===== src/rtl/igfm_pkg.sv =====
`timescale 1ns / 1ps
package igfm_pkg;

    localparam int PIX_W     = 15;
    localparam int ACC_W     = 40;
    localparam int RATIO_W   = 32;
    localparam int FRAC_W    = 16;
    localparam int CFG_W     = 12;
    localparam int CFG_IDX_W = 8;

    localparam int MAX_WIDTH_DEF  = 2048;
    localparam int MAX_HEIGHT_DEF = 2048;

    localparam logic [CFG_W-1:0] ROW_WIDTH_RST = 12'd512;
    localparam logic [CFG_W-1:0] ROW_COUNT_RST = 12'd512;

    localparam logic [CFG_IDX_W-1:0] REG_ROW_WIDTH = 8'd0;
    localparam logic [CFG_IDX_W-1:0] REG_ROW_COUNT = 8'd1;

    // One quotient bit is resolved per divider step.
    localparam int DIV_STEPS = RATIO_W;
    localparam int ITER_W    = $clog2(DIV_STEPS);

    typedef struct packed {
        logic pix;
        logic start;
        logic step;
        logic load;
    } t_cmd;

    typedef struct packed {
        logic frame_last;
    } t_sts;

    function automatic logic [ACC_W-1:0] sat_add(input logic [ACC_W-1:0] a,
                                                 input logic [PIX_W-1:0] v);
        logic [ACC_W:0] s;
        s = {1'b0, a} + (ACC_W+1)'(v);
        return s[ACC_W] ? {ACC_W{1'b1}} : s[ACC_W-1:0];
    endfunction

endpackage


===== src/rtl/image_gradient_focus_metric.sv =====
`timescale 1ns / 1ps
// Absolute-gradient focus measure: pixels enter in raster order, one per cycle, and the block
// sums the absolute differences of horizontal neighbors and the intensities of all pixels but
// the last of each row. After the last pixel of a frame it returns one result transaction with
// gradient / intensity as unsigned Q16.16 (truncated, saturated at all ones, zero with the
// zero_sum flag when the intensity total is zero) and both 40-bit totals. The frame-end
// division runs in a radix-2 restoring divider, one quotient bit per cycle, so after a frame's
// last pixel the input is held off through the 32 divider steps and the move of the quotient into
// the result register, and longer if the previous result is still untaken.
// Pixels of the next frame are accepted while a result waits. Writing row_width or row_count
// restarts the current frame; do so only when the block is idle.
module image_gradient_focus_metric #(
    parameter int MAX_WIDTH  = igfm_pkg::MAX_WIDTH_DEF,
    parameter int MAX_HEIGHT = igfm_pkg::MAX_HEIGHT_DEF
) (
    input  logic                            i_clk,
    input  logic                            i_rst_n,
    input  logic                            i_valid,
    output logic                            o_ready,
    input  logic [igfm_pkg::PIX_W-1:0]      i_pixel,
    output logic                            o_valid,
    input  logic                            i_ready,
    output logic [igfm_pkg::RATIO_W-1:0]    o_ratio,
    output logic                            o_zero_sum,
    output logic [igfm_pkg::ACC_W-1:0]      o_gradient_total,
    output logic [igfm_pkg::ACC_W-1:0]      o_intensity_total,
    input  logic                            i_cfg_valid,
    output logic                            o_cfg_ready,
    input  logic [igfm_pkg::CFG_IDX_W-1:0]  i_cfg_index,
    input  logic [igfm_pkg::CFG_W-1:0]      i_cfg_data
);
    import igfm_pkg::*;

    t_cmd cmd;
    t_sts sts;

    assign o_cfg_ready = 1'b1;

    igfm_ctrl u_ctrl (
        .i_clk   (i_clk),
        .i_rst_n (i_rst_n),
        .i_valid (i_valid),
        .o_ready (o_ready),
        .o_valid (o_valid),
        .i_ready (i_ready),
        .i_sts   (sts),
        .o_cmd   (cmd)
    );

    igfm_dp #(
        .MAX_WIDTH  (MAX_WIDTH),
        .MAX_HEIGHT (MAX_HEIGHT)
    ) u_dp (
        .i_clk             (i_clk),
        .i_rst_n           (i_rst_n),
        .i_cmd             (cmd),
        .o_sts             (sts),
        .i_pixel           (i_pixel),
        .i_cfg_we          (i_cfg_valid && o_cfg_ready),
        .i_cfg_index       (i_cfg_index),
        .i_cfg_data        (i_cfg_data),
        .o_ratio           (o_ratio),
        .o_zero_sum        (o_zero_sum),
        .o_gradient_total  (o_gradient_total),
        .o_intensity_total (o_intensity_total)
    );

endmodule


===== src/rtl/igfm_ctrl.sv =====
`timescale 1ns / 1ps
module igfm_ctrl (
    input  logic           i_clk,
    input  logic           i_rst_n,
    input  logic           i_valid,
    output logic           o_ready,
    output logic           o_valid,
    input  logic           i_ready,
    input  igfm_pkg::t_sts i_sts,
    output igfm_pkg::t_cmd o_cmd
);
    import igfm_pkg::*;

    typedef enum logic [1:0] {
        S_RUN,
        S_DIV,
        S_LOAD
    } t_state;

    localparam logic [ITER_W-1:0] ITER_LAST = ITER_W'(DIV_STEPS - 1);

    t_state            r_state;
    logic [ITER_W-1:0] r_iter;
    logic              r_out_valid;

    always_comb begin
        o_ready     = (r_state == S_RUN);
        o_valid     = r_out_valid;
        o_cmd.pix   = i_valid && (r_state == S_RUN);
        o_cmd.start = o_cmd.pix && i_sts.frame_last;
        o_cmd.step  = (r_state == S_DIV);
        // The result register is free when empty or when its transaction completes now.
        o_cmd.load  = (r_state == S_LOAD) && (!r_out_valid || i_ready);
    end

    always_ff @(posedge i_clk) begin
        if (!i_rst_n) begin
            r_state     <= S_RUN;
            r_iter      <= '0;
            r_out_valid <= 1'b0;
        end else begin
            unique case (r_state)
                S_RUN: begin
                    if (o_cmd.start) begin
                        r_state <= S_DIV;
                        r_iter  <= '0;
                    end
                end
                S_DIV: begin
                    r_iter <= r_iter + ITER_W'(1);
                    if (r_iter == ITER_LAST) begin
                        r_state <= S_LOAD;
                    end
                end
                S_LOAD: begin
                    if (o_cmd.load) begin
                        r_state <= S_RUN;
                    end
                end
                default: r_state <= S_RUN;
            endcase

            if (o_cmd.load) begin
                r_out_valid <= 1'b1;
            end else if (i_ready) begin
                r_out_valid <= 1'b0;
            end
        end
    end

`ifndef SYNTHESIS
    a_start_enters_div: assert property (@(posedge i_clk) disable iff (!i_rst_n)
        o_cmd.start |=> (r_state == S_DIV) && (r_iter == '0))
        else $error("frame end did not start the divider");

    a_div_length: assert property (@(posedge i_clk) disable iff (!i_rst_n)
        (r_state == S_DIV) && (r_iter == ITER_LAST) |=> (r_state == S_LOAD))
        else $error("divider did not finish after its last step");

    a_load_no_overwrite: assert property (@(posedge i_clk) disable iff (!i_rst_n)
        o_cmd.load |-> (!r_out_valid || i_ready))
        else $error("pending result overwritten");

    a_load_shows: assert property (@(posedge i_clk) disable iff (!i_rst_n)
        o_cmd.load |=> o_valid)
        else $error("loaded result not presented");
`endif

endmodule


===== src/rtl/igfm_dp.sv =====
`timescale 1ns / 1ps
module igfm_dp #(
    parameter int MAX_WIDTH  = igfm_pkg::MAX_WIDTH_DEF,
    parameter int MAX_HEIGHT = igfm_pkg::MAX_HEIGHT_DEF
) (
    input  logic                            i_clk,
    input  logic                            i_rst_n,
    input  igfm_pkg::t_cmd                  i_cmd,
    output igfm_pkg::t_sts                  o_sts,
    input  logic [igfm_pkg::PIX_W-1:0]      i_pixel,
    input  logic                            i_cfg_we,
    input  logic [igfm_pkg::CFG_IDX_W-1:0]  i_cfg_index,
    input  logic [igfm_pkg::CFG_W-1:0]      i_cfg_data,
    output logic [igfm_pkg::RATIO_W-1:0]    o_ratio,
    output logic                            o_zero_sum,
    output logic [igfm_pkg::ACC_W-1:0]      o_gradient_total,
    output logic [igfm_pkg::ACC_W-1:0]      o_intensity_total
);
    import igfm_pkg::*;

    localparam int COL_W  = $clog2(MAX_WIDTH);
    localparam int ROW_W  = (MAX_HEIGHT > 1) ? $clog2(MAX_HEIGHT) : 1;
    localparam int WEX_W  = ($clog2(MAX_WIDTH + 1) > CFG_W) ? $clog2(MAX_WIDTH + 1) : CFG_W;
    localparam int HEX_W  = ($clog2(MAX_HEIGHT + 1) > CFG_W) ? $clog2(MAX_HEIGHT + 1) : CFG_W;

    logic [CFG_W-1:0]   r_row_width;
    logic [CFG_W-1:0]   r_row_count;
    logic [COL_W-1:0]   r_col;
    logic [ROW_W-1:0]   r_row;
    logic [PIX_W-1:0]   r_prev;
    logic [ACC_W-1:0]   r_grad;
    logic [ACC_W-1:0]   r_sum;

    logic [ACC_W-1:0]   r_gtot;
    logic [ACC_W-1:0]   r_den;
    logic [ACC_W-1:0]   r_rem;
    logic [RATIO_W-1:0] r_dq;

    logic [RATIO_W-1:0] r_ratio;
    logic               r_zero;
    logic [ACC_W-1:0]   r_gout;
    logic [ACC_W-1:0]   r_sout;

    logic [WEX_W-1:0]   w_eff;
    logic [HEX_W-1:0]   h_eff;
    logic [COL_W-1:0]   w_last;
    logic [ROW_W-1:0]   h_last;
    logic               last_col;
    logic               last_row;
    logic [PIX_W-1:0]   diff;
    logic [ACC_W-1:0]   g_next;
    logic [ACC_W:0]     rem_sh;
    logic               rem_ge;
    logic               cfg_hit;
    logic               q_sat;

    // Out-of-range geometry is clamped to the legal window.
    always_comb begin
        if (r_row_width < CFG_W'(2)) begin
            w_eff = WEX_W'(2);
        end else if (WEX_W'(r_row_width) > WEX_W'(MAX_WIDTH)) begin
            w_eff = WEX_W'(MAX_WIDTH);
        end else begin
            w_eff = WEX_W'(r_row_width);
        end
        if (r_row_count == '0) begin
            h_eff = HEX_W'(1);
        end else if (HEX_W'(r_row_count) > HEX_W'(MAX_HEIGHT)) begin
            h_eff = HEX_W'(MAX_HEIGHT);
        end else begin
            h_eff = HEX_W'(r_row_count);
        end
    end

    assign w_last   = COL_W'(w_eff - WEX_W'(1));
    assign h_last   = ROW_W'(h_eff - HEX_W'(1));
    assign last_col = (r_col == w_last);
    assign last_row = (r_row == h_last);
    assign o_sts.frame_last = last_col && last_row;

    assign diff   = (i_pixel >= r_prev) ? (i_pixel - r_prev) : (r_prev - i_pixel);
    assign g_next = (r_col != '0) ? sat_add(r_grad, diff) : r_grad;

    assign cfg_hit = i_cfg_we &&
                     ((i_cfg_index == REG_ROW_WIDTH) || (i_cfg_index == REG_ROW_COUNT));

    // Restoring division: the next dividend bit comes out of the top of the quotient register.
    assign rem_sh = {r_rem, r_dq[RATIO_W-1]};
    assign rem_ge = (rem_sh >= {1'b0, r_den});

    // The quotient overflows Q16.16 exactly when gradient >= intensity * 2^16.
    assign q_sat = ({{FRAC_W{1'b0}}, r_gtot} >= {r_den, {FRAC_W{1'b0}}});

    always_ff @(posedge i_clk) begin
        if (!i_rst_n) begin
            r_row_width <= ROW_WIDTH_RST;
            r_row_count <= ROW_COUNT_RST;
            r_col       <= '0;
            r_row       <= '0;
            r_prev      <= '0;
            r_grad      <= '0;
            r_sum       <= '0;
        end else if (cfg_hit) begin
            if (i_cfg_index == REG_ROW_WIDTH) begin
                r_row_width <= i_cfg_data;
            end else begin
                r_row_count <= i_cfg_data;
            end
            r_col  <= '0;
            r_row  <= '0;
            r_prev <= '0;
            r_grad <= '0;
            r_sum  <= '0;
        end else if (i_cmd.pix) begin
            r_prev <= i_pixel;
            if (!last_col) begin
                r_col  <= r_col + COL_W'(1);
                r_grad <= g_next;
                r_sum  <= sat_add(r_sum, i_pixel);
            end else begin
                r_col <= '0;
                if (last_row) begin
                    r_row  <= '0;
                    r_prev <= '0;
                    r_grad <= '0;
                    r_sum  <= '0;
                end else begin
                    r_row  <= r_row + ROW_W'(1);
                    r_grad <= g_next;
                end
            end
        end
    end

    always_ff @(posedge i_clk) begin
        if (i_cmd.start) begin
            r_gtot <= g_next;
            r_den  <= r_sum;
            r_rem  <= {{FRAC_W{1'b0}}, g_next[ACC_W-1:FRAC_W]};
            r_dq   <= {g_next[FRAC_W-1:0], {(RATIO_W-FRAC_W){1'b0}}};
        end else if (i_cmd.step) begin
            r_rem <= rem_ge ? ACC_W'(rem_sh - {1'b0, r_den}) : rem_sh[ACC_W-1:0];
            r_dq  <= {r_dq[RATIO_W-2:0], rem_ge};
        end
    end

    always_ff @(posedge i_clk) begin
        if (i_cmd.load) begin
            r_zero <= (r_den == '0);
            r_gout <= r_gtot;
            r_sout <= r_den;
            if (r_den == '0) begin
                r_ratio <= '0;
            end else if (q_sat) begin
                r_ratio <= '1;
            end else begin
                r_ratio <= r_dq;
            end
        end
    end

    assign o_ratio           = r_ratio;
    assign o_zero_sum        = r_zero;
    assign o_gradient_total  = r_gout;
    assign o_intensity_total = r_sout;

endmodule


===== config.mk =====
export PLATFORM = sky130hd
export DESIGN_NAME = image_gradient_focus_metric
export DESIGN_NICKNAME = d
export VERILOG_FILES = /design/src/rtl/igfm_pkg.sv /design/src/rtl/image_gradient_focus_metric.sv /design/src/rtl/igfm_ctrl.sv /design/src/rtl/igfm_dp.sv
export SDC_FILE = /design/constraint.sdc
export NUM_CORES = 1
export LEC_CHECK = 0
export BUFFER_PORTS_ARGS = -buffer_cell sky130_fd_sc_hd__buf_2
export CAP_MARGIN = 20
export CORE_ASPECT_RATIO = 1.1
export CORE_MARGIN = 2
export CORE_UTILIZATION = 57
export DETAILED_ROUTE_END_ITERATION = 10
export PLACE_DENSITY = 0.76
export SYNTH_ARGS = -nofsm -noshare
export SYNTH_HDL_FRONTEND = slang
export SYNTH_SLANG_ARGS = --single-unit

===== constraint.sdc =====
create_clock -name i_clk -period 12.5 [get_ports i_clk]
set_clock_uncertainty 0.1 [all_clocks]
set_input_delay 0.625 -clock i_clk [delete_from_list [all_inputs] [get_ports i_clk]]
set_output_delay 0.625 -clock i_clk [all_outputs]
set_load 0.02 [all_outputs]

==> results of run 1 <==
-- power groups by stage --
stage               Clock [mW]  Combinational, mW  Sequential (mW)
floorplan                    0              0.239             1.48
global placement             0              0.315             1.49
detailed placement           0              0.322             1.49
CTS                       1.39              0.325             1.46
global route              1.44              0.364             1.46
finish                    1.37              0.332             1.46
-- registers in the layout (all words and copies together), names as in the netlist, 15 cells and up --
name	cells
u_dp.o_gradient_total	40
u_dp.r_den	40
u_dp.r_dq	32
u_dp.r_rem	40
u_dp.r_sum	40
u_dp.o_intensity_total	40
u_dp.r_grad	40
u_dp.o_ratio	32
u_dp.r_gtot	40
u_dp.r_prev	15
-- area by class of cell --
cell class                 instances  share of cell area
timing repair buffer             174              0.0370
multi-input combinational       1742               0.443
tap                              513              0.0250
inverter                         149              0.0218
clock buffer                      53              0.0451
clock inverter                    27              0.0140
sequential                       414               0.414
-- kinds of logic after synthesis --
| family | after synthesis | share of synthesized area |
|---|---|---|
| fa+ha+maj | 135 | 0.0752 |
| xor+xnor | 113 | 0.0431 |
| compound gates | 635 | 0.180 |
| buf+inv | 271 | 0.0460 |
| flops | 414 | 0.462 |
| simple gates | 795 | 0.165 |
| other cells | 1 | 0.000163 |
| mux | 63 | 0.0282 |
-- stage by stage --
| stage | total power [mW] | area [um^2] |
|---|---|---|
| 6_report | 3.17 | 25600 |
| 3_5_place_dp | 1.81 | 24100 |
| 5_1_grt | 3.27 | 25600 |
| 2_1_floorplan | 1.72 | 23000 |
| 4_1_cts | 3.18 | 25600 |
| 3_3_place_gp | 1.81 | 24100 |
-- worst register-to-register path: stages, from the launching register on --
cell	delay, ps
dfxtp_1	360
ha_1	330
a21oi_1	80
o21bai_1	290
a211oi_1	180
o31ai_1	350
a311o_1	860
o21ai_0	220
xnor2_1	220
ha_1	310
o21a_1	230
a2111oi_0	650
o31ai_1	270
a221oi_1	660
nor2_1	270
nand3_1	170
xor2_1	140
nand2_1	100
mux2_2	290
-- worst paths after layout --
path / from / endpoint / slack, ps
hold reg to reg: u_dp.r_sum[23] / u_dp.r_den[23] / 340
setup reg to reg: u_dp.r_prev[1] / u_dp.r_rem[1] / 6160
hold / removal: i_cfg_data[9] / u_dp.r_row_width[9] / 190
setup / recovery: u_dp.r_prev[1] / u_dp.r_rem[1] / 6160
-- per-layer routing --
| layer | up-vias | routed length, um | global-route usage |
|---|---|---|---|
| met5 | - | 13 | 0 |
| met4 | 2 | 1870 | 0.103 |
| met3 | 123 | 4030 | 0.0382 |
| met2 | 716 | 28900 | 0.473 |
| met1 | 9094 | 26000 | 0.383 |
| li1 | 9047 | - | - |
-- cell usage after synthesis (all sizes together), types with 7 or more instances --
cell | count | area share
nand3 | 61 | 0.014
o22a | 7 | 0.0027
ha | 130 | 0.071
a2111oi | 7 | 0.0029
edfxtp | 233 | 0.30
xor2 | 49 | 0.019
a21o | 56 | 0.018
and3 | 29 | 0.0079
a221oi | 10 | 0.0038
or2 | 14 | 0.0038
nor2 | 243 | 0.040
or3 | 15 | 0.0041
o311ai | 7 | 0.0027
or4 | 11 | 0.0039
dfxtp | 181 | 0.16
mux2 | 13 | 0.0064
a31o | 7 | 0.0027
nand2b | 22 | 0.0060
nand2 | 224 | 0.037
o211a | 14 | 0.0061
o211ai | 20 | 0.0065
buf | 21 | 0.0052
nor4 | 38 | 0.011
o31ai | 14 | 0.0050
clkbuf | 101 | 0.017
a21oi | 132 | 0.029
o21bai | 17 | 0.0056
o22ai | 30 | 0.0082
a22o | 20 | 0.0076
nand4 | 40 | 0.011
a211oi | 21 | 0.0069
xnor2 | 64 | 0.024
mux2i | 50 | 0.022
a31oi | 29 | 0.0082
nor3 | 41 | 0.0089
inv | 149 | 0.024
and2 | 12 | 0.0033
nor2b | 20 | 0.0054
o21a | 19 | 0.0062
o21ai | 171 | 0.037
o31a | 7 | 0.0027
==> out/results.txt, run 1 <==
Status: finished clean
Fill cell total of the finished layout: 3227
Post-route ant nets: 0
Post-detailed-route wirelength per cell: 19.8 um
Reg area: 10600 um^2
Setup WS pre-CTS: 5650 ps
Hold Buf Count CTS: 0
Seq/Total Area, Yosys: 0.462
Hold Crit Class: in -> reg
Number of synthesized flops with an enable pin: 233
Syn avg cell area: 9.47 um^2
Combinational power share: 0.105
Worst path arrival time: 6560 ps
Synth Register Bits: 414
Total gr overflow: 0
Clock latency on the worst-skew pair: 580 ps
P_int: 2.37 mW
Critical Path Source Type: flip-flop
Detailed Place HPWL: 44000 um
Worst slew pin tran: 1040 ps
Port Buffers: 154
Crit path time final: 6340 ps
Critical path's slowest cell: a311o_1
Final period util: 0.507
Clk pwr share: 0.433
Final worst slack: 6160 ps
Footprint of the multi-input gates: 11400 um^2
Area growth, synth to finish: 11.6%
Initial Utilization: 0.575
Unrepaired setup endpoints after global routing: false
CTS Buf Count: 43
Die H: 215 um
Root buffer cell: clkbuf_16
Clock-pin slew on the worst setup and hold paths: 60 ps
Number of max-cap violations: 0
Die ar.: 41900 um^2
Detailed router's first-iteration violation count: 1517
Post-Layout Cell Count: 3072
Setup_tns: 0 ps
Syn Std Cell Area: 23000 um^2
I/O Pins: 156
Yosys cell types: 84
DRT Wirelength: 60800 um
Worst-path cell chain: ha_1, a21oi_1, o21bai_1, a211oi_1, o31ai_1, a311o_1, o21ai_0, xnor2_1, ha_1, o21a_1, a2111oi_0, o31ai_1, a221oi_1, nor2_1, nand3_1, xor2_1, nand2_1, mux2_2
Clk sink count: 414
H-tree lvl count: 2
# rows: 77
Inst Count DP: 2990
Most frequent cells in the layout: nor2_1, edfxtp_1, nand2_1
Initial antenna violation count: 1
GPL Wtd Cong: 0.938
Final net count: 2699
Family with the most delay on the worst path: compound AO/OA/AOI/OAI gates
Synth Instances: 2427
Layout cells sized above 1: 0.116
# diodes: 0
Core box area: 40000 um^2
CTS tree: done
Min Hold Slack: 194 ps
Vias in the first global route: 18000
Global Route Usage Sum: 0.285
Relative slew slack: 0.308
Leak: 10.6 nW
Post-synth ARST share: 0
Crit path kind: reg -> reg
DRT Pass-1 Iters: 6
Final Hold Fails: 0
Die width: 195 um
Commonest non-fill, non-tap cell in the layout: nor2_1
DRC Markers: 0
Buf/Inv on CP: 0
Worst vdd ir: 0.0954 mV
Crit-path max FO: 19
Fmax: 158 MHz
Worst Hold Depth: 3
Ys flop type: edfxtp_1
Finished Core Util: 0.641
Syn. warnings: 0
Via count: 19000
Via/cell ratio: 6.18
Post-CTS Setup Bufs: 0
Post-CTS resize count: 0
Sequential Power Share: 0.462
Clk buf depth: 3
Sw frac: 0.251
PwrDens: 123 nW/um^2
Max Slew Vio Count: 0
Worst Reg-to-Reg Cells: 18
NetSw: 0.795 mW
Largest net degree at the start of global routing: 74
CP Depth: 18
First-pass GRT wire length: 96100 um
Required @ worst endpoint: 12720 ps
Worst stage delay on the critical path: 860 ps
Final setup viols: 0
Syn nets: 2602
CP Capture Type: flip-flop
No activity file was read; power rests on OpenSTA's default activity.
==> inputs of run 2 (changes only) <==
--- a/config.mk
+++ b/config.mk
@@ -9,9 +9,9 @@
 export CAP_MARGIN = 20
 export CORE_ASPECT_RATIO = 1.1
 export CORE_MARGIN = 2
-export CORE_UTILIZATION = 57
+export CORE_UTILIZATION = 56
 export DETAILED_ROUTE_END_ITERATION = 10
-export PLACE_DENSITY = 0.76
+export PLACE_DENSITY = 0.78
 export SYNTH_ARGS = -nofsm -noshare
 export SYNTH_HDL_FRONTEND = slang
 export SYNTH_SLANG_ARGS = --single-unit
==> constraint.sdc (replaced) <==
create_clock -name i_clk -period 5.4 [get_ports i_clk]
set_clock_uncertainty 0.1 [all_clocks]
set_input_delay 0.27 -clock i_clk [delete_from_list [all_inputs] [get_ports i_clk]]
set_output_delay 0.27 -clock i_clk [all_outputs]
set_load 0.02 [all_outputs]
==> run 2 against run 1 <==
  * Combinational power rose to 2.5 times the previous value
  * Utilization up 1.2 points
  * Register-to-register slack worse by 5900 ps
  * Maximum frequency up 23%
  * Critical endpoint is now u_dp.r_rem[22]
  * Cell area up 2.8%
==> out/results.txt, run 2 (same netlist as run 1, synthesis figures left out) <==
Worst Reg-to-Reg Cells: 21
Number of max-cap violations: 0
Worst Hold Depth: 4
Post-detailed-route wirelength per cell: 19.9 um
Hold Crit Class: in -> reg
Leak: 10.9 nW
Post-route ant nets: 0
Commonest non-fill, non-tap cell in the layout: nor2_1
Layout cells sized above 1: 0.135
Worst vdd ir: 0.251 mV
Clk buf depth: 3
# rows: 77
PwrDens: 284 nW/um^2
Global Route Usage Sum: 0.290
Worst slew pin tran: 1020 ps
Detailed Place HPWL: 45100 um
Fmax: 195 MHz
Relative slew slack: 0.319
I/O Pins: 156
Status: finished clean
Core box area: 40400 um^2
Initial antenna violation count: 1
Fill cell total of the finished layout: 3203
Via count: 19400
Power Total: 7.49 mW
Clock latency on the worst-skew pair: 600 ps
Setup_tns: 0 ps
Die ar.: 42700 um^2
CP Capture Type: flip-flop
Max Slew Vio Count: 0
Largest net degree at the start of global routing: 82
Die H: 216 um
# diodes: 0
Port Buffers: 154
Most frequent cells in the layout: nor2_1, edfxtp_1, nand2_1
Area growth, synth to finish: 14.8%
Initial Utilization: 0.569
DRT Wirelength: 62300 um
Clock-pin slew on the worst setup and hold paths: 70 ps
Detailed router's first-iteration violation count: 1738
DRC Markers: 0
Via/cell ratio: 6.18
Critical Path Source Type: flip-flop
H-tree lvl count: 2
Worst path arrival time: 5370 ps
Required @ worst endpoint: 5630 ps
First-pass GRT wire length: 98000 um
Crit-path max FO: 6
Crit path time final: 5140 ps
Root buffer cell: clkbuf_16
GPL Wtd Cong: 0.932
Final net count: 2765
CTS Buf Count: 44
Crit path kind: reg -> reg
Clk sink count: 414
Vias in the first global route: 18200
CTS tree: done
Final period util: 0.951
Final Hold Fails: 0
DRT Pass-1 Iters: 6
Total gr overflow: 0
Final setup viols: 0
Die width: 197 um
-- run 2: timing repair --
item                                    in CTS  in global routing
setup buffers                                0                  4
endpoints found under the hold margin       42                  0
hold buffers                                29                  0
gates resized for setup                      0                 13
endpoints found under the setup margin       0                 99
-- run 2: cell type report --
| type | count | area [um^2] | area share |
|---|---|---|---|
| sequential | 414 | 10600 | 0.403 |
| tap | 513 | 642 | 0.0243 |
| multi-input combinational | 1743 | 11500 | 0.434 |
| clock inverter | 32 | 399 | 0.0151 |
| clock buffer | 50 | 1160 | 0.0442 |
| timing repair buffer | 238 | 1530 | 0.0579 |
| inverter | 149 | 559 | 0.0212 |
-- run 2: metrics by stage --
step                      setup slack [ps]  hold slack, ps  cells  utilization  area [um^2]
after floorplan                       -578             232   2427            -        23000
after detailed placement             -79.6             322   3021        0.604        24400
after CTS                             87.1            39.8   3132        0.650        26200
final                                  264            6.45   3139        0.653        26400
after global routing                 -12.7            37.7   3139        0.653        26400
after global placement                38.3             314   3021        0.604        24400
-- run 2: power breakdown --
group          internal, mW  switching [mW]
registers              3.35          0.0407
clock network          1.92            1.35
logic                 0.351           0.484
-- run 2: worst paths after layout --
kind / to / start / slack [ps]
setup / recovery: u_dp.r_rem[22] / u_dp.r_prev[0] / 260
hold / removal: u_dp.r_row_width[2] / i_cfg_index[0] / 6
setup reg to reg: u_dp.r_rem[22] / u_dp.r_prev[0] / 260
hold reg to reg: u_dp.r_den[23] / u_dp.r_sum[23] / 340
-- run 2: worst max-delay path, stage by stage (launching register included) --
cell and delay (ps):
dfxtp_1 310, inv_1 70, ha_1 140, inv_1 70
fa_1 390, a21o_1 190, a21oi_1 270, o21ai_0 130
a21oi_1 290, o21ai_0 200, a221oi_1 320, mux2i_1 140
xor2_1 260, ha_1 330, and2_1 200, and3_1 190
a31o_2 280, and3_1 250, buf_4 170, nand3_1 90
mux2i_1 370, a21oi_1 120
-- run 2: routing by layer --
layer | routed length, um | vias to the layer above | GRT usage
met3 | 4790 | 142 | 0.0414
met1 | 26300 | 9226 | 0.393
met4 | 2220 | 2 | 0.109
li1 | - | 9190 | -
met5 | 10 | - | 0
met2 | 29000 | 845 | 0.473
